`src/rtl/iff_pkg.sv`:
```
// ----------------------------------------------------------------------------
// iff_pkg
// Shared types, constants and character helpers of the integer field
// formatter.
// ----------------------------------------------------------------------------
package iff_pkg;

    localparam int NUM_DIGITS = 22;            // enough for 64-bit octal
    localparam int DIG_IDX_W  = $clog2(NUM_DIGITS);
    localparam int BODY_SLOTS = 64;            // output byte cap
    localparam int MAX_WIDTH  = 64;
    localparam int MAX_PREC   = 62;
    localparam int DAB_STEPS  = 32;            // two bits per step over 64 bits
    localparam int DAB_CNT_W  = $clog2(DAB_STEPS);

    localparam logic [7:0] CH_SPACE   = 8'h20;
    localparam logic [7:0] CH_PERCENT = 8'h25;
    localparam logic [7:0] CH_PLUS    = 8'h2B;
    localparam logic [7:0] CH_MINUS   = 8'h2D;
    localparam logic [7:0] CH_ZERO    = 8'h30;
    localparam logic [7:0] CH_X_UP    = 8'h58;
    localparam logic [7:0] CH_X_LOW   = 8'h78;

    typedef enum logic [3:0] {
        CMD_D       = 4'd0,
        CMD_U       = 4'd1,
        CMD_O       = 4'd2,
        CMD_X       = 4'd3,
        CMD_XU      = 4'd4,
        CMD_P       = 4'd5,
        CMD_C       = 4'd6,
        CMD_PERCENT = 4'd7,
        CMD_UNKNOWN = 4'd8
    } t_cmd;

    typedef enum logic [1:0] {
        RADIX_DEC,
        RADIX_OCT,
        RADIX_HEX
    } t_radix;

    typedef logic [NUM_DIGITS-1:0][3:0] t_digits;

    typedef struct packed {
        logic [3:0]  command;
        logic        left_align;
        logic        zero_pad;
        logic        plus_sign;
        logic        space_sign;
        logic        alternate_form;
        logic [6:0]  field_width;
        logic [5:0]  precision;
        logic        has_precision;
        logic [2:0]  length_code;
        logic [63:0] arg_value;
        logic [7:0]  literal_char;
    } t_req;

    typedef struct packed {
        logic   start;
        t_radix radix;
    } t_conv_ctl;

    // ascii character of one digit value
    function automatic logic [7:0] digit_char(input logic [3:0] d, input logic upper);
        logic [7:0] c;
        if (d < 4'd10) begin
            c = CH_ZERO + {4'd0, d};
        end else if (upper) begin
            c = 8'h41 + {4'd0, d - 4'd10};
        end else begin
            c = 8'h61 + {4'd0, d - 4'd10};
        end
        return c;
    endfunction

endpackage

```
`src/rtl/iff_if.sv`:
```
// ----------------------------------------------------------------------------
// iff_req_if / iff_byte_if
// Valid/ready channels: conversion requests in, text bytes out.
// ----------------------------------------------------------------------------
interface iff_req_if;
    import iff_pkg::*;
    logic valid;
    logic ready;
    t_req data;
    modport source (output valid, output data, input ready);
    modport sink (input valid, input data, output ready);
endinterface

interface iff_byte_if;
    logic       valid;
    logic       ready;
    logic [7:0] out_byte;
    logic       last_byte;
    modport source (output valid, output out_byte, output last_byte, input ready);
    modport sink (input valid, input out_byte, input last_byte, output ready);
endinterface

```
`src/rtl/iff_conv.sv`:
```
// ----------------------------------------------------------------------------
// iff_conv
// Digit converter: octal and hex by bit slicing, decimal by
// shift-and-add-3 over the magnitude, two bits per cycle.
// ----------------------------------------------------------------------------
module iff_conv (
    input  logic              i_clk,
    input  logic              i_rst_n,
    input  iff_pkg::t_conv_ctl i_ctl,
    input  logic [63:0]       i_mag,
    output logic              o_done,
    output iff_pkg::t_digits  o_digits
);
    import iff_pkg::*;

    t_digits             r_digits;
    logic [63:0]         r_bin;
    logic [DAB_CNT_W-1:0] r_cnt;
    logic                r_busy;
    logic                r_done;
    t_digits             slice;
    t_digits             dab;

    // one shift-and-add-3 step
    function automatic t_digits dab_step(input t_digits b, input logic bit_in);
        t_digits                 a;
        logic [NUM_DIGITS*4-1:0] f;
        for (int i = 0; i < NUM_DIGITS; i++) begin
            a[i] = (b[i] >= 4'd5) ? b[i] + 4'd3 : b[i];
        end
        f = a;
        return {f[NUM_DIGITS*4-2:0], bit_in};
    endfunction

    // direct digit slicing for power-of-two radixes
    always_comb begin
        logic [65:0] ext;
        ext = {2'b00, i_mag};
        for (int i = 0; i < NUM_DIGITS; i++) begin
            if (i_ctl.radix == RADIX_OCT) begin
                slice[i] = {1'b0, ext[3*i +: 3]};
            end else if (i < 16) begin
                slice[i] = ext[4*i +: 4];
            end else begin
                slice[i] = 4'd0;
            end
        end
    end

    assign dab = dab_step(dab_step(r_digits, r_bin[63]), r_bin[62]);

    // sequencer of the decimal loop and load of the sliced digits
    always_ff @(posedge i_clk) begin
        if (!i_rst_n) begin
            r_busy <= 1'b0;
            r_done <= 1'b0;
            r_cnt  <= '0;
        end else begin
            r_done <= 1'b0;
            if (i_ctl.start) begin
                if (i_ctl.radix == RADIX_DEC) begin
                    r_digits <= '0;
                    r_bin    <= i_mag;
                    r_cnt    <= '0;
                    r_busy   <= 1'b1;
                end else begin
                    r_digits <= slice;
                    r_done   <= 1'b1;
                end
            end else if (r_busy) begin
                r_digits <= dab;
                r_bin    <= {r_bin[61:0], 2'b00};
                r_cnt    <= r_cnt + 1'b1;
                if (r_cnt == DAB_CNT_W'(DAB_STEPS - 1)) begin
                    r_busy <= 1'b0;
                    r_done <= 1'b1;
                end
            end
        end
    end

    assign o_done   = r_done;
    assign o_digits = r_digits;

endmodule

```
`src/rtl/integer_field_formatter.sv`:
```
// ----------------------------------------------------------------------------
// integer_field_formatter
// Formats one parsed printf integer conversion into a run of ascii bytes.
// ----------------------------------------------------------------------------
// sequence: idle, conversion (decimal, octal, hex and pointer only), digit
//   count, layout setup, then emit at one byte per cycle while the sink is ready
// requests: a new request is taken only in idle, after the earlier one is
//   done
// reset: synchronous active low, clears the sequencer and output valid
// ----------------------------------------------------------------------------
module integer_field_formatter (
    input  logic        i_clk,
    input  logic        i_rst_n,
    iff_req_if.sink     i_req,
    iff_byte_if.source  o_byte
);
    import iff_pkg::*;

    typedef enum logic [2:0] {
        ST_IDLE,
        ST_CONV,
        ST_COUNT,
        ST_SETUP,
        ST_EMIT
    } t_state;

    t_state       r_state;
    t_conv_ctl    r_ctl;
    logic [63:0]  r_mag;
    logic         r_left, r_zok, r_hasp, r_altoct, r_magzero, r_upper, r_raw;
    logic [1:0]   r_rawlen;
    logic [7:0]   r_raw0, r_raw1;
    logic [7:0]   r_head0, r_head1, r_head2;
    logic [1:0]   r_headlen;
    logic [6:0]   r_width;
    logic [5:0]   r_prec;
    logic [4:0]   r_dlen;
    logic [5:0]   r_zeros;
    logic [6:0]   r_b1, r_b2, r_b4, r_b5, r_total;
    logic [5:0]   r_k;
    logic [7:0]   r_obyte;
    logic         r_olast, r_ovalid;

    logic         conv_done;
    t_digits      digits;
    logic         accept_req, emit_go;

    // request decode
    t_cmd         cmd;
    logic [63:0]  v, mag;
    logic         neg, sgn, pfx, hexk;
    logic [7:0]   sgn_ch, x_ch;

    always_comb begin
        cmd = (i_req.data.command > 4'(CMD_UNKNOWN)) ? CMD_UNKNOWN
                                                     : t_cmd'(i_req.data.command);
        v = i_req.data.arg_value;
        if (i_req.data.length_code <= 3'd2) begin
            v = {{32{(cmd == CMD_D) & v[31]}}, v[31:0]};
        end
        neg  = (cmd == CMD_D) & v[63];
        mag  = neg ? (~v + 64'd1) : v;
        hexk = (cmd == CMD_X) || (cmd == CMD_XU);
        sgn  = (cmd == CMD_D) & (neg | i_req.data.plus_sign | i_req.data.space_sign);
        sgn_ch = neg ? CH_MINUS : (i_req.data.plus_sign ? CH_PLUS : CH_SPACE);
        pfx  = (hexk & i_req.data.alternate_form & (mag != 64'd0)) | (cmd == CMD_P);
        x_ch = (cmd == CMD_XU) ? CH_X_UP : CH_X_LOW;
    end

    iff_conv u_conv (
        .i_clk    (i_clk),
        .i_rst_n  (i_rst_n),
        .i_ctl    (r_ctl),
        .i_mag    (r_mag),
        .o_done   (conv_done),
        .o_digits (digits)
    );

    // digit count: highest nonzero digit
    logic [4:0] top_dl;
    always_comb begin
        top_dl = 5'd1;
        for (int i = 0; i < NUM_DIGITS; i++) begin
            if (digits[i] != 4'd0) begin
                top_dl = 5'(i + 1);
            end
        end
    end

    // length of digits and precision zeros
    logic [4:0] dl_n;
    logic [5:0] zr_n;
    always_comb begin
        dl_n = r_raw ? {3'd0, r_rawlen} : top_dl;
        zr_n = 6'd0;
        if (!r_raw && r_hasp) begin
            if (r_prec == 6'd0 && r_magzero) begin
                dl_n = 5'd0;
            end else if ({1'b0, dl_n} < r_prec) begin
                zr_n = r_prec - {1'b0, dl_n};
            end
        end
        if (r_altoct && zr_n == 6'd0 && !(r_magzero && dl_n == 5'd1)) begin
            zr_n = 6'd1;
        end
    end

    // field layout
    logic [6:0] blen, pad, pl, zp, b1, b2, b3, b4, b5, tot;
    always_comb begin
        blen = {5'd0, r_headlen} + {1'b0, r_zeros} + {2'b0, r_dlen};
        pad  = (r_width > blen) ? r_width - blen : 7'd0;
        tot  = (blen >= 7'(BODY_SLOTS)) ? 7'(BODY_SLOTS) : blen + pad;
        pl   = 7'd0;
        zp   = 7'd0;
        if (!r_left) begin
            if (r_zok) begin
                zp = pad;
            end else begin
                pl = pad;
            end
        end
        b1 = pl;
        b2 = b1 + {5'd0, r_headlen};
        b3 = b2 + zp;
        b4 = b3 + {1'b0, r_zeros};
        b5 = b4 + {2'b0, r_dlen};
    end

    // byte at the current position
    logic [6:0]         kk, hd, dd;
    logic [DIG_IDX_W-1:0] didx;
    logic [7:0]         ch;
    logic               last;
    always_comb begin
        kk   = {1'b0, r_k};
        hd   = kk - r_b1;
        dd   = kk - r_b4;
        didx = DIG_IDX_W'(r_dlen - 5'd1 - dd[4:0]);
        last = (kk + 7'd1 == r_total);
        priority if (kk < r_b1) begin
            ch = CH_SPACE;
        end else if (kk < r_b2) begin
            ch = (hd[1:0] == 2'd0) ? r_head0 : ((hd[1:0] == 2'd1) ? r_head1 : r_head2);
        end else if (kk < r_b4) begin
            ch = CH_ZERO;
        end else if (kk < r_b5) begin
            if (r_raw) begin
                ch = dd[0] ? r_raw1 : r_raw0;
            end else begin
                ch = digit_char(digits[didx], r_upper);
            end
        end else begin
            ch = CH_SPACE;
        end
    end

    assign accept_req = (r_state == ST_IDLE) && i_req.valid;
    assign emit_go    = (r_state == ST_EMIT) && (!r_ovalid || o_byte.ready);

    // sequencer and output word register
    always_ff @(posedge i_clk) begin
        if (!i_rst_n) begin
            r_state     <= ST_IDLE;
            r_ctl.start <= 1'b0;
            r_ovalid    <= 1'b0;
        end else begin
            // converter start pulse and output word valid
            r_ctl.start <= accept_req && (cmd < CMD_C);
            if (emit_go) begin
                r_ovalid <= 1'b1;
            end else if (o_byte.ready) begin
                r_ovalid <= 1'b0;
            end
            unique case (r_state)
                ST_IDLE: begin
                    if (i_req.valid) begin
                        r_mag     <= (cmd == CMD_P) ? i_req.data.arg_value : mag;
                        r_magzero <= (mag == 64'd0);
                        r_left    <= i_req.data.left_align;
                        r_upper   <= (cmd == CMD_XU);
                        r_prec    <= (i_req.data.precision > 6'(MAX_PREC)) ?
                                     6'(MAX_PREC) : i_req.data.precision;
                        r_width   <= (cmd == CMD_PERCENT) ? 7'd0 :
                                     ((i_req.data.field_width > 7'(MAX_WIDTH)) ?
                                      7'(MAX_WIDTH) : i_req.data.field_width);
                        r_hasp    <= i_req.data.has_precision & (cmd <= CMD_XU);
                        r_altoct  <= i_req.data.alternate_form & (cmd == CMD_O);
                        r_zok     <= i_req.data.zero_pad &
                                     ((cmd == CMD_P) || (cmd == CMD_UNKNOWN) ||
                                      ((cmd <= CMD_XU) && !i_req.data.has_precision));
                        r_head0   <= sgn ? sgn_ch : CH_ZERO;
                        r_head1   <= sgn ? CH_ZERO : x_ch;
                        r_head2   <= x_ch;
                        r_headlen <= {pfx, sgn & !pfx} + {1'b0, sgn & pfx};
                        r_raw     <= (cmd >= CMD_C);
                        r_rawlen  <= (cmd == CMD_UNKNOWN) ? 2'd2 : 2'd1;
                        r_raw0    <= (cmd == CMD_C) ? i_req.data.arg_value[7:0] : CH_PERCENT;
                        r_raw1    <= i_req.data.literal_char;
                        r_ctl.radix <= (cmd == CMD_O) ? RADIX_OCT :
                                       ((cmd <= CMD_U) ? RADIX_DEC : RADIX_HEX);
                        if (cmd >= CMD_C) begin
                            r_state <= ST_COUNT;
                        end else begin
                            r_state <= ST_CONV;
                        end
                    end
                end
                ST_CONV: begin
                    if (conv_done) begin
                        r_state <= ST_COUNT;
                    end
                end
                ST_COUNT: begin
                    r_dlen  <= dl_n;
                    r_zeros <= zr_n;
                    r_state <= ST_SETUP;
                end
                ST_SETUP: begin
                    r_b1    <= b1;
                    r_b2    <= b2;
                    r_b4    <= b4;
                    r_b5    <= b5;
                    r_total <= tot;
                    r_k     <= 6'd0;
                    r_state <= (tot == 7'd0) ? ST_IDLE : ST_EMIT;
                end
                ST_EMIT: begin
                    if (emit_go) begin
                        r_obyte  <= ch;
                        r_olast  <= last;
                        r_k      <= r_k + 6'd1;
                        if (last) begin
                            r_state <= ST_IDLE;
                        end
                    end
                end
                default: r_state <= ST_IDLE;
            endcase
        end
    end

    assign i_req.ready      = (r_state == ST_IDLE);
    assign o_byte.valid     = r_ovalid;
    assign o_byte.out_byte  = r_obyte;
    assign o_byte.last_byte = r_olast;

endmodule
```
`src/flat_wrapper.sv`:
```
// flat-port wrapper written by rule: the top's interface ports become plain ports
module integer_field_formatter_flat import iff_pkg::*;
  (i_clk, i_rst_n, i_req_valid, i_req_data, i_req_ready, o_byte_valid, o_byte_out_byte, o_byte_last_byte, o_byte_ready);
  iff_req_if i_req_i ();
  iff_byte_if o_byte_i ();
  input  logic i_clk;
  input  logic i_rst_n;
  input wire logic [$bits(i_req_i.valid)-1:0] i_req_valid;
  input wire logic [$bits(i_req_i.data)-1:0] i_req_data;
  output wire logic [$bits(i_req_i.ready)-1:0] i_req_ready;
  output wire logic [$bits(o_byte_i.valid)-1:0] o_byte_valid;
  output wire logic [$bits(o_byte_i.out_byte)-1:0] o_byte_out_byte;
  output wire logic [$bits(o_byte_i.last_byte)-1:0] o_byte_last_byte;
  input wire logic [$bits(o_byte_i.ready)-1:0] o_byte_ready;
  assign i_req_i.valid = i_req_valid;
  assign i_req_i.data = i_req_data;
  assign i_req_ready = i_req_i.ready;
  assign o_byte_valid = o_byte_i.valid;
  assign o_byte_out_byte = o_byte_i.out_byte;
  assign o_byte_last_byte = o_byte_i.last_byte;
  assign o_byte_i.ready = o_byte_ready;
  integer_field_formatter u_core (.i_clk(i_clk), .i_rst_n(i_rst_n), .i_req(i_req_i), .o_byte(o_byte_i));
endmodule
```
`config.mk`:
```
export PLATFORM = sky130hd
export DESIGN_NAME = integer_field_formatter_flat
export DESIGN_NICKNAME = d
export VERILOG_FILES = /design/src/rtl/iff_pkg.sv /design/src/rtl/iff_if.sv /design/src/rtl/iff_conv.sv /design/src/rtl/integer_field_formatter.sv /design/src/flat_wrapper.sv
export SDC_FILE = /design/constraint.sdc
export NUM_CORES = 1
export LEC_CHECK = 0
export BUFFER_PORTS_ARGS = -buffer_cell sky130_fd_sc_hd__buf_4
export CAP_MARGIN = 20
export CORE_UTILIZATION = 40
export DETAILED_ROUTE_END_ITERATION = 7
export SLEW_MARGIN = 40
export SYNTH_ARGS = -nofsm -noshare
export SYNTH_HDL_FRONTEND = slang
export SYNTH_SLANG_ARGS = --single-unit
```
`constraint.sdc`:
```
create_clock -name i_clk -period 18.04 [get_ports i_clk]
set_input_delay 2.706 -clock i_clk [delete_from_list [all_inputs] [get_ports i_clk]]
set_output_delay 2.706 -clock i_clk [all_outputs]
set_load 0.03 [all_outputs]
```
---- Word level (Yosys, flattened, before mapping) ----
Index checks and enable logic that the tools add are counted.
cells by class
  equality and inequality tests ........... 21
  reductions and logical operators ........ 62
  add/subtract/negate cells ............... 66
  $mul .................................... 0
  shift operators ......................... 0
  div/mod/pow operators ................... 0
  bitwise logic cells ..................... 15
  order comparisons ....................... 61
  muxes and demuxes ....................... 148
operators by type and width
  kind                                                                                  count
  64-bit two-way mux                                                                    6
  4-bit two-way mux                                                                     69
  88-bit two-way mux                                                                    3
  4-bit by 3-bit greater-or-equal comparator with 1-bit output (second input constant)  45
  4-bit by 2-bit adder with 4-bit output (second input constant)                        42
  4-bit nonzero test                                                                    21
  8-bit two-way mux                                                                     9
  5-bit two-way mux                                                                     14
  64-bit by 1-bit adder with 64-bit output (second input constant)                      1
  64-bit zero test                                                                      1
  64-bit NOT                                                                            1
  64-bit nonzero test                                                                   1
  7-bit two-way mux                                                                     7
  3-bit two-way mux                                                                     16
  6-bit two-way mux                                                                     5
  6-bit by 7-bit less-than comparator with 1-bit output                                 4
  4-bit binary-select mux with 5-bit select                                             1
  7-bit by 4-bit adder with 8-bit output (first input constant)                         2
  4-bit by 3-bit == test with 1-bit output (second input constant)                      4
  3-bit case mux with 5 select lines                                                    1
  7-bit by 5-bit adder with 7-bit output                                                2
  7-bit adder                                                                           2
  6-bit zero test                                                                       2
  6-bit case mux with 2 select lines                                                    1
  55 further kinds                                                                      113
storage, ports and cells
  output and inout port bits .............. 11
  bits in registers ....................... 355
  memory bits (writable) .................. 0
  memories ................................ 0
  ROM bits ................................ 0
  word-level logic and storage cells ...... 432
  latch bits .............................. 0
  input port bits ......................... 102

---- Longest topological paths before layout ----
Gate-level depths: netlist (run 1).
  word-level depth ........................ 30
  depth in mapped cells ................... 32
  mapped depth without buffers ............ 32

---- Hierarchy ----
A second synthesis (run 1) with hierarchy kept.
second synthesis, totals
  cells, all modules ...................... 2448
  area, all modules ....................... 24761.2 µm²
by module, submodules not included
  module                   area each (µm²)  cells an instance  sequential area each (µm²)  instances
  integer_field_formatter  13247.7          1366               5325.1                      1
  iff_conv                 11513.5          1082               4704.5                      1

---- Worst setup path after synthesis (run 1) ----
No wires, ideal clock.
  path type ............................... register to register
  from .................................... reg u_core.r_dlen[1]
  to ...................................... reg u_core.r_b5[6] (data pin)
  arrival time ............................ 6.532 ns
  setup slack ............................. 11.246 ns
  setup time .............................. 0.262 ns
  stages on the path, launching flop included .. 30
  period minus slack after synthesis ...... 6.794 ns
  path buffers ............................ 0
  data required time ...................... 17.778 ns
  cell sequence ........................... edfxtp_1 > inv_1 > fa_1 > inv_1 > ha_1 > fa_1 > xor2_1 > inv_1 > ha_1 > o21a_1 > o31a_1 > o21ai_0 > or4b_2 > o2111a_1 > and2_1 > ha_1 > inv_1 > fa_1 > fa_1 > inv_1 > ha_1 > inv_1 > fa_1 > inv_1 > ha_1 > a21o_1 > a21oi_1 > nor2b_1 > o21ai_0 > xnor2_1
on the way
  longest elaborated chain between the ends .. 9
  elaborated cells between the ends (all ways) .. 12
  classes of those cells .................. add/sub (6); order compare (1); mux (5)
RTL lines
  element                                 line                            text
  start, declared                         integer_field_formatter.sv:37   logic [4:0] r_dlen;
  start signal, assigned                  integer_field_formatter.sv:215  r_dlen <= dl_n;
  7-bit by 5-bit adder with 7-bit output  integer_field_formatter.sv:111  blen = {5'd0, r_headlen} + {1'b0, r_zeros} + {2'b0, r_dlen};
  7-bit greater-than comparator           integer_field_formatter.sv:112  pad = (r_width > blen) ? r_width - blen : 7'd0;
  7-bit two-way mux                       integer_field_formatter.sv:112
  7-bit two-way mux                       integer_field_formatter.sv:117  if (r_zok) begin
  7-bit two-way mux                       integer_field_formatter.sv:116  if (!r_left) begin
  net u_core.b1[0]                        integer_field_formatter.sv:109  logic [6:0] blen, pad, pl, zp, b1, b2, b3, b4, b5, tot;
  7-bit by 2-bit adder with 7-bit output  integer_field_formatter.sv:124  b2 = b1 + {5'd0, r_headlen};
  7-bit adder                             integer_field_formatter.sv:125  b3 = b2 + zp;
  7-bit by 6-bit adder with 7-bit output  integer_field_formatter.sv:126  b4 = b3 + {1'b0, r_zeros};
  net u_core.b4[2]                        integer_field_formatter.sv:109
  7-bit by 5-bit adder with 7-bit output  integer_field_formatter.sv:127  b5 = b4 + {2'b0, r_dlen};
  net u_core.b5[6]                        integer_field_formatter.sv:109
  end signal, assigned                    integer_field_formatter.sv:223  r_b5 <= b5;
  end, declared                           integer_field_formatter.sv:39   logic [6:0] r_b1, r_b2, r_b4, r_b5, r_total;
The timed path passes the listed nets, and every way through them passes these cells.
A chain may end at the register's enable or synchronous reset.

---- Worst setup path after layout (run 1) ----
Same ends and word-level chain as after synthesis.

==> results of run 1 <==
-- cell type report --
type                    instances  area share, %
diodes                          2         0.0179
clock buffers                  50           3.87
clock inverters                17          0.537
inverters                     226           3.04
multi-input cells            1922           49.1
flip-flops and latches        338           35.9
well taps                     837           3.75
repair buffers                138           3.80
-- metrics by stage --
stage          setup WS, ns  cell area, um2  utilization (%)  total power [W]
2_1_floorplan         11.25           25000                -          0.00125
3_3_place_gp          10.64           26600             43.2          0.00139
3_5_place_dp          10.58           26700             43.3          0.00140
4_1_cts               10.55           27900             45.2          0.00218
5_1_grt                9.92           27900             45.3          0.00226
6_report              10.54           27900             45.3          0.00217
-- flip-flops by register name (all words and copies together) (netlist names), 3 cells and up --
| signal | cells |
|---|---|
| u_core.o_byte.out_byte | 8 |
| u_core.r_b1 | 7 |
| u_core.r_b2 | 7 |
| u_core.r_b4 | 7 |
| u_core.r_b5 | 7 |
| u_core.r_ctl | 3 |
| u_core.r_dlen | 5 |
| u_core.r_head0 | 4 |
| u_core.r_k | 6 |
| u_core.r_mag | 64 |
| u_core.r_prec | 6 |
| u_core.r_raw0 | 8 |
| u_core.r_raw1 | 8 |
| u_core.r_state | 3 |
| u_core.r_total | 7 |
| u_core.r_width | 7 |
| u_core.r_zeros | 6 |
| u_core.u_conv.o_digits | 88 |
| u_core.u_conv.r_bin | 64 |
| u_core.u_conv.r_cnt | 5 |
-- synth_stat cells (17+ instances only) --
master    number
nor3_1        54
mux2i_1       54
xnor2_1      111
mux2_2        77
a21oi_1      231
nand2b_1      30
clkbuf_1      79
ha_1         160
nor4_1        31
a31oi_1       18
mux4_2        24
nand3_1       32
or4_1         17
inv_1        226
a22oi_1       51
nand2_1      162
and2_1        25
edfxtp_1     326
o22ai_1       26
and3_1        17
nor3b_1       40
or3_1         19
fa_1          17
o21ai_0      155
nor2b_1       44
a21o_1        38
nand4_1       23
xor2_1        30
nor2_1       246
o21a_1        28
-- kinds of logic after synthesis --
kind of cell | after synthesis | synth area share (%)
AOI/OAI and AO/OA | 645 | 15.8
xor gates and xnor gates | 143 | 5.10
adders and majority gates | 178 | 9.41
buffers and inverters | 338 | 5.25
DFF | 338 | 40.1
muxes | 155 | 7.80
and+or+nand+nor | 801 | 16.5
-- metal layers --
layer | part of all wire [%] | wire length [um] | vias up
met5 | 0 | 0 | -
li1 | - | - | 9595
met4 | 3.6 | 2840 | 0
met3 | 6.0 | 4740 | 144
met2 | 43 | 34000 | 755
met1 | 47 | 37600 | 10051
-- where the power goes --
group	internal, W	switching [W]	total, W
Combinational	0.000181	0.000277	0.000458
Sequential	0.000906	0.0000267	0.000933
Clock	0.000452	0.000331	0.000783
Total	0.00154	0.000634	0.00217
-- critical path: cells and delay by family, from the launching register on --
family / cells / cell delay (ns)
adder cells (fa/ha/maj): 10 / 3.62
AO/OA/AOI/OAI: 7 / 1.42
AND/OR/NAND/NOR: 3 / 0.93
buffers and inverters: 7 / 0.49
flip-flops: 1 / 0.46
XOR/XNOR: 2 / 0.31
-- cell usage in the layout (no fill, tap or decap), types with 42 or more instances in the layout --
master / synthesis / layout
nor2b_1: 44 / 42
ha_1: 160 / 160
nand2_1: 162 / 162
clkbuf_16: 0 / 42
nor3_1: 54 / 54
mux2i_1: 54 / 51
a21oi_1: 231 / 230
xnor2_1: 111 / 110
o21ai_0: 155 / 155
inv_1: 226 / 225
edfxtp_1: 326 / 326
buf_4: 1 / 131
mux2_2: 77 / 77
nor2_1: 246 / 246
a22oi_1: 51 / 51
-- path summary, 6_finish.rpt --
check | from | to | slack [ns]
min reg2reg | u_core.u_conv.r_cnt[2] | u_core.u_conv.r_cnt[2] | 0.53
min | u_core.u_conv.r_cnt[2] | u_core.u_conv.r_cnt[2] | 0.53
max | u_core.r_dlen[1] | u_core.r_b5[6] | 10.54
max reg2reg | u_core.r_dlen[1] | u_core.r_b5[6] | 10.54
==> flow_summary.ini, run 1 <==
[floorplanning]
die_y_um = 252
start_util_pct = 40.5
core_mm2 = 0.0617
die_x_um = 252
dieArea_mm2 = 0.0635
num_io_pins = 113
num_rows = 91

[placement]
portBuffers = 112
gp_congestion = 0.939
dp.cells = 3461
dpl.hpwl_um = 60700

[clocking]
clk_pin_slew_worst_paths_ns = 0.06
clockRootBuffer = clkbuf_16
h-tree-depth = 2
ctsHoldBuffers = 0
clock_latency_ns = 0.58
cts_num_sinks = 338
clockBufferDepth = 3
post_cts_buffers = 0
numCtsBuffers = 40
cts_tree = yes
ctsResizeCount = 0

[synth]
synth_area_leaders = edfxtp_1 (39%), ha_1 (8.0%), a21oi_1 (4.6%)
synth_seq_area_share_pct = 40.1
synth_edf_count = 326
synth_cell_types = 91
synth_top_area_share_pct = 39.2
synth_ff_type = edfxtp_1
syn-cell-area_mm2 = 0.0250
yosysWarnings = 0
synth.net_count = 2877
synth_top_cell_by_area = edfxtp_1
ys_ff_latch = 338
syn_area_per_cell_um2 = 9.62
async_flop_share_pct = 0
syn_inst = 2598

[timing]
worst_pin_slew_ns = 0.848
finalCritPeriodShare_pct = 41.6
relSlewSlack_pct = 43.5
hold_slack_ns = 0.529
clock_skew_ns = 0.0253
max_freq_mhz = 133
rsz0062_at_grt = no
hold_violations = 0
min_period_ns = 7.50
tns_ns = 0
finalSetupViolations = 0
finalMaxSlewViolations = 0

[pwr]
peakVddDrop_mv = 0.0541
power.leakage_nw = 10.7
pwr_density_cell_mw_per_mm2 = 77.7

[global_routing]
met3_usage_pct = 2.69
use_met2_pct = 36.8
grt_busiest_layer = met2
grt_pass1_vias = 19598
grt_max_degree = 96
grt_pass1_wl_um = 119000
gr-total-overflow = 0
grt_use_met1_pct = 36.6
grt_usage_pct = 24.7
antenna_found_initial = 0

[worst_hold_path]
hold_path_class = reg2reg
min_path_cells = 1

[worst_setup_path]
crit_path_start_kind = flop
crit_top_cell = inv_1
cpMaxStageDelayCell = or4b_2
max_stage_delay_ns = 0.65
r2r_cells = 29
critPathKind = reg2reg
path_max_fanout = 5
cp.required_ns = 18.36
crit_path_end_kind = flop
cp_data_arrival_time_ns = 7.82

[layout]
fin_nets = 2945
multiInputGateArea_mm2 = 0.0137
regArea_mm2 = 0.0100
instances_no_fill = 3530
layout-drive-gt1-share_pct = 13.0
area_delta_synth_final_pct = 11.9
num-fill-cells = 5864

[routing]
num_vias = 20545
drt_drc_violations_left = 0
ant_nets = 0
viasPerCell = 5.82
drt-pass1-iter-count = 5
detail_route.wl_per_cell_um = 22.4
finalWirelength_um = 79200
drt_iter0_markers = 1959

[run_status]
status = finished, final reports clean

[run]
drv_cap = 0
(Power assumes the default switching activity.)
==> inputs of run 2 (changes only) <==
--- a/config.mk
+++ b/config.mk
@@ -5,6 +5,7 @@
 export SDC_FILE = /design/constraint.sdc
 export NUM_CORES = 1
 export LEC_CHECK = 0
+export ABC_AREA = 1
 export BUFFER_PORTS_ARGS = -buffer_cell sky130_fd_sc_hd__buf_4
 export CAP_MARGIN = 20
 export CORE_UTILIZATION = 40
==> constraint.sdc (replaced) <==
create_clock -name i_clk -period 6.8 [get_ports i_clk]
set_input_delay 1.02 -clock i_clk [delete_from_list [all_inputs] [get_ports i_clk]]
set_output_delay 1.02 -clock i_clk [all_outputs]
set_load 0.03 [all_outputs]
==> flow_summary.ini, run 2 <==
[global_routing]
met3_usage_pct = 3.35
grt_usage_pct = 22.3
grt_max_degree = 114
grt_pass1_wl_um = 110000
grt_pass1_vias = 19819
gr-total-overflow = 0
grt_use_met1_pct = 32.6
antenna_found_initial = 0
use_met2_pct = 33.4
grt_busiest_layer = met2

[worst_setup_path]
r2r-start = u_core.r_zeros[1]
cpMaxStageDelayCell = fa_2
cp.required_ns = 7.11
critPathKind = reg2reg
r2r_end = u_core.r_b5[5]
crit_path_start_kind = flop
crit_top_cell = inv_1
path_max_fanout = 4
cp_data_arrival_time_ns = 6.72
r2r_setup_slack_ns = 0.39
crit_path_end_kind = flop
max_stage_delay_ns = 0.54
r2r_cells = 33

[synth]
synth_seq_area_share_pct = 40.3
synth_common_cells = nand2_1 (742), inv_1 (489), edfxtp_1 (326)
ys_ff_latch = 338
synth.net_count = 3398
synth_ff_type = edfxtp_1
synth_cell_types = 63
synth_top_cell_by_area = edfxtp_1
synth_edf_count = 326
yosysWarnings = 0
synth_top_area_share_pct = 39.4
syn_inst = 3119
yosysMostFrequentCell = nand2_1
syn-cell-area_mm2 = 0.0249
async_flop_share_pct = 0
synth_area_leaders = edfxtp_1 (39%), nand2_1 (11%), ha_1 (8.0%)
syn_area_per_cell_um2 = 7.97

[layout]
largest_reg_flops = 88
area_delta_synth_final_pct = 13.0
layout-drive-gt1-share_pct = 10.9
fin_nets = 3505
antennaDiodeCount = 0
layout_commonest_cell = nand2_1
stdcell_area_mm2 = 0.0281
final_cell_mix = nand2_1 (740), inv_1 (489), edfxtp_1 (326)

[timing]
rsz0062_at_grt = no
min_period_ns = 6.41
finalSetupViolations = 0
clock_skew_ns = 0.0240
worst_pin_slew_ns = 0.874
relSlewSlack_pct = 41.1
max_freq_mhz = 156
finalCritPeriodShare_pct = 94.3
hold_violations = 0
finalMaxSlewViolations = 0
fin_ws_ns = 0.390

[routing]
drt-pass1-iter-count = 6
drt_drc_violations_left = 0
num_vias = 21339
viasPerCell = 5.21
ant_nets = 0
finalWirelength_um = 70300
drt_iter0_markers = 1839
detail_route.wl_per_cell_um = 17.2

[placement]
portBuffers = 112
placed_area_mm2 = 0.0267
gp_congestion = 0.925
dpl.hpwl_um = 53300
pre_cts_ws_ns = -0.0777

[pwr]
seq_power_share_pct = 36.1
power.leakage_nw = 12.3
internal_power_w = 0.00476
sw_frac_of_total_pct = 35.0
clkPwrFrac_pct = 29.6
p_sw_w = 0.00257
total_power_w = 0.00733
p_comb_share_pct = 34.3
pwr_density_cell_mw_per_mm2 = 261
peakVddDrop_mv = 0.155

[worst_hold_path]
min_path_cells = 2
hold_start = u_core.u_conv.r_cnt[4]
hold_path_class = reg2reg
min_to = u_core.u_conv.r_cnt[4]

[clocking]
numCtsBuffers = 40
ctsHoldBuffers = 0
cts_num_sinks = 338
clock_latency_ns = 0.57
cts_tree = yes
clockBufferDepth = 3
clockRootBuffer = clkbuf_16
h-tree-depth = 2
clk_pin_slew_worst_paths_ns = 0.06

[floorplanning]
num_io_pins = 113
die_x_um = 251
core_mm2 = 0.0616
start_util_pct = 40.4
num_rows = 91
dieArea_mm2 = 0.0632
die_y_um = 251

[run]
drv_cap = 0

[run_status]
status = finished, final reports clean
run 2: cell types whose count changed after synthesis, sizes merged, moves of 48 or more:
cell | before | now
xor2 | 30 | 78
o21ai | 157 | 286
nand2 | 162 | 760
nand3 | 34 | 145
mux2 | 77 | 0
xnor2 | 112 | 36
mux2i | 54 | 0
inv | 226 | 506
a21oi | 231 | 173
a22oi | 51 | 1
run 2: critical path, delay by kind of cell, from the launching register on:
family	cells	cell delay [ns]
adders and majority gates	10	3.71
and+or+nand+nor	10	0.92
buffers and inverters	8	0.57
AOI/OAI and AO/OA	4	0.53
DFF	1	0.32
xor gates and xnor gates	1	0.09
run 2: how the worst max path moves through the flow:
| stage | to | slack, ns | from | cells past startpoint |
|---|---|---|---|---|
| after floorplan | u_core.r_b5[6] | 0.20 | u_core.r_dlen[1] | 34 |
| after global placement | u_core.r_b5[6] | 0.03 | u_core.r_zeros[1] | 31 |
| after detailed placement | u_core.r_b5[6] | -0.08 | u_core.r_zeros[1] | 31 |
| after CTS | u_core.r_b5[6] | 0.11 | u_core.r_zeros[1] | 31 |
| after global routing | u_core.r_b5[6] | 0.11 | u_core.r_zeros[1] | 32 |
| final | u_core.r_b5[5] | 0.39 | u_core.r_zeros[1] | 33 |
run 2: cell families (layout without fill, tap and decap cells):
| logic type | count (synthesis) | after routing | share of synthesized area, % |
|---|---|---|---|
| XOR/XNOR | 115 | 115 | 4.23 |
| flip-flops | 338 | 338 | 40.3 |
| buffers and inverters | 590 | 727 | 9.23 |
| adder cells (fa/ha/maj) | 177 | 177 | 9.42 |
| AND/OR/NAND/NOR | 1279 | 1279 | 22.1 |
| AO/OA/AOI/OAI | 620 | 620 | 14.7 |
run 2: per-layer routing:
layer  vias to the layer above  part of all wire, %
li1                      10643                    -
met4                         0                  3.2
met3                       110                  6.9
met2                       710                   42
met5                         -                    0
met1                      9876                   47
run 2: layout make-up:
type,instances,area (um2)
fillers,6110,33500
multi-input cells,2191,12700
flip-flops and latches,338,10000
inverters,508,1910
repair buffers,147,1130
clock buffers,54,1080
well taps,837,1050
clock inverters,18,208
run 2: repair_timing:
action                     in CTS  in global routing
setup endpoints to repair       1                  2
resized for setup               2                 15
buffers inserted                0                  4
pin swaps                       0                  7
run 2: power groups by stage:
stage                     sequential (W)  clock [W]  combinational, W
after floorplan                  0.00265          0           0.00176
after global placement           0.00268          0           0.00241
after detailed placement         0.00268          0           0.00243
after CTS                        0.00264    0.00222           0.00245
after global routing             0.00266    0.00228           0.00282
final                            0.00264    0.00217           0.00252
run 2: stage by stage:
stage                     util, %  hold slack [ns]  std cells  setup TNS, ns
after floorplan                 -            0.445       3119              0
after global placement       43.3            0.457       4016              0
after detailed placement     43.3            0.469       4016        -0.0777
after CTS                    45.4            0.477       4088              0
after global routing         45.6            0.504       4093              0
final                        45.6            0.473       4093              0
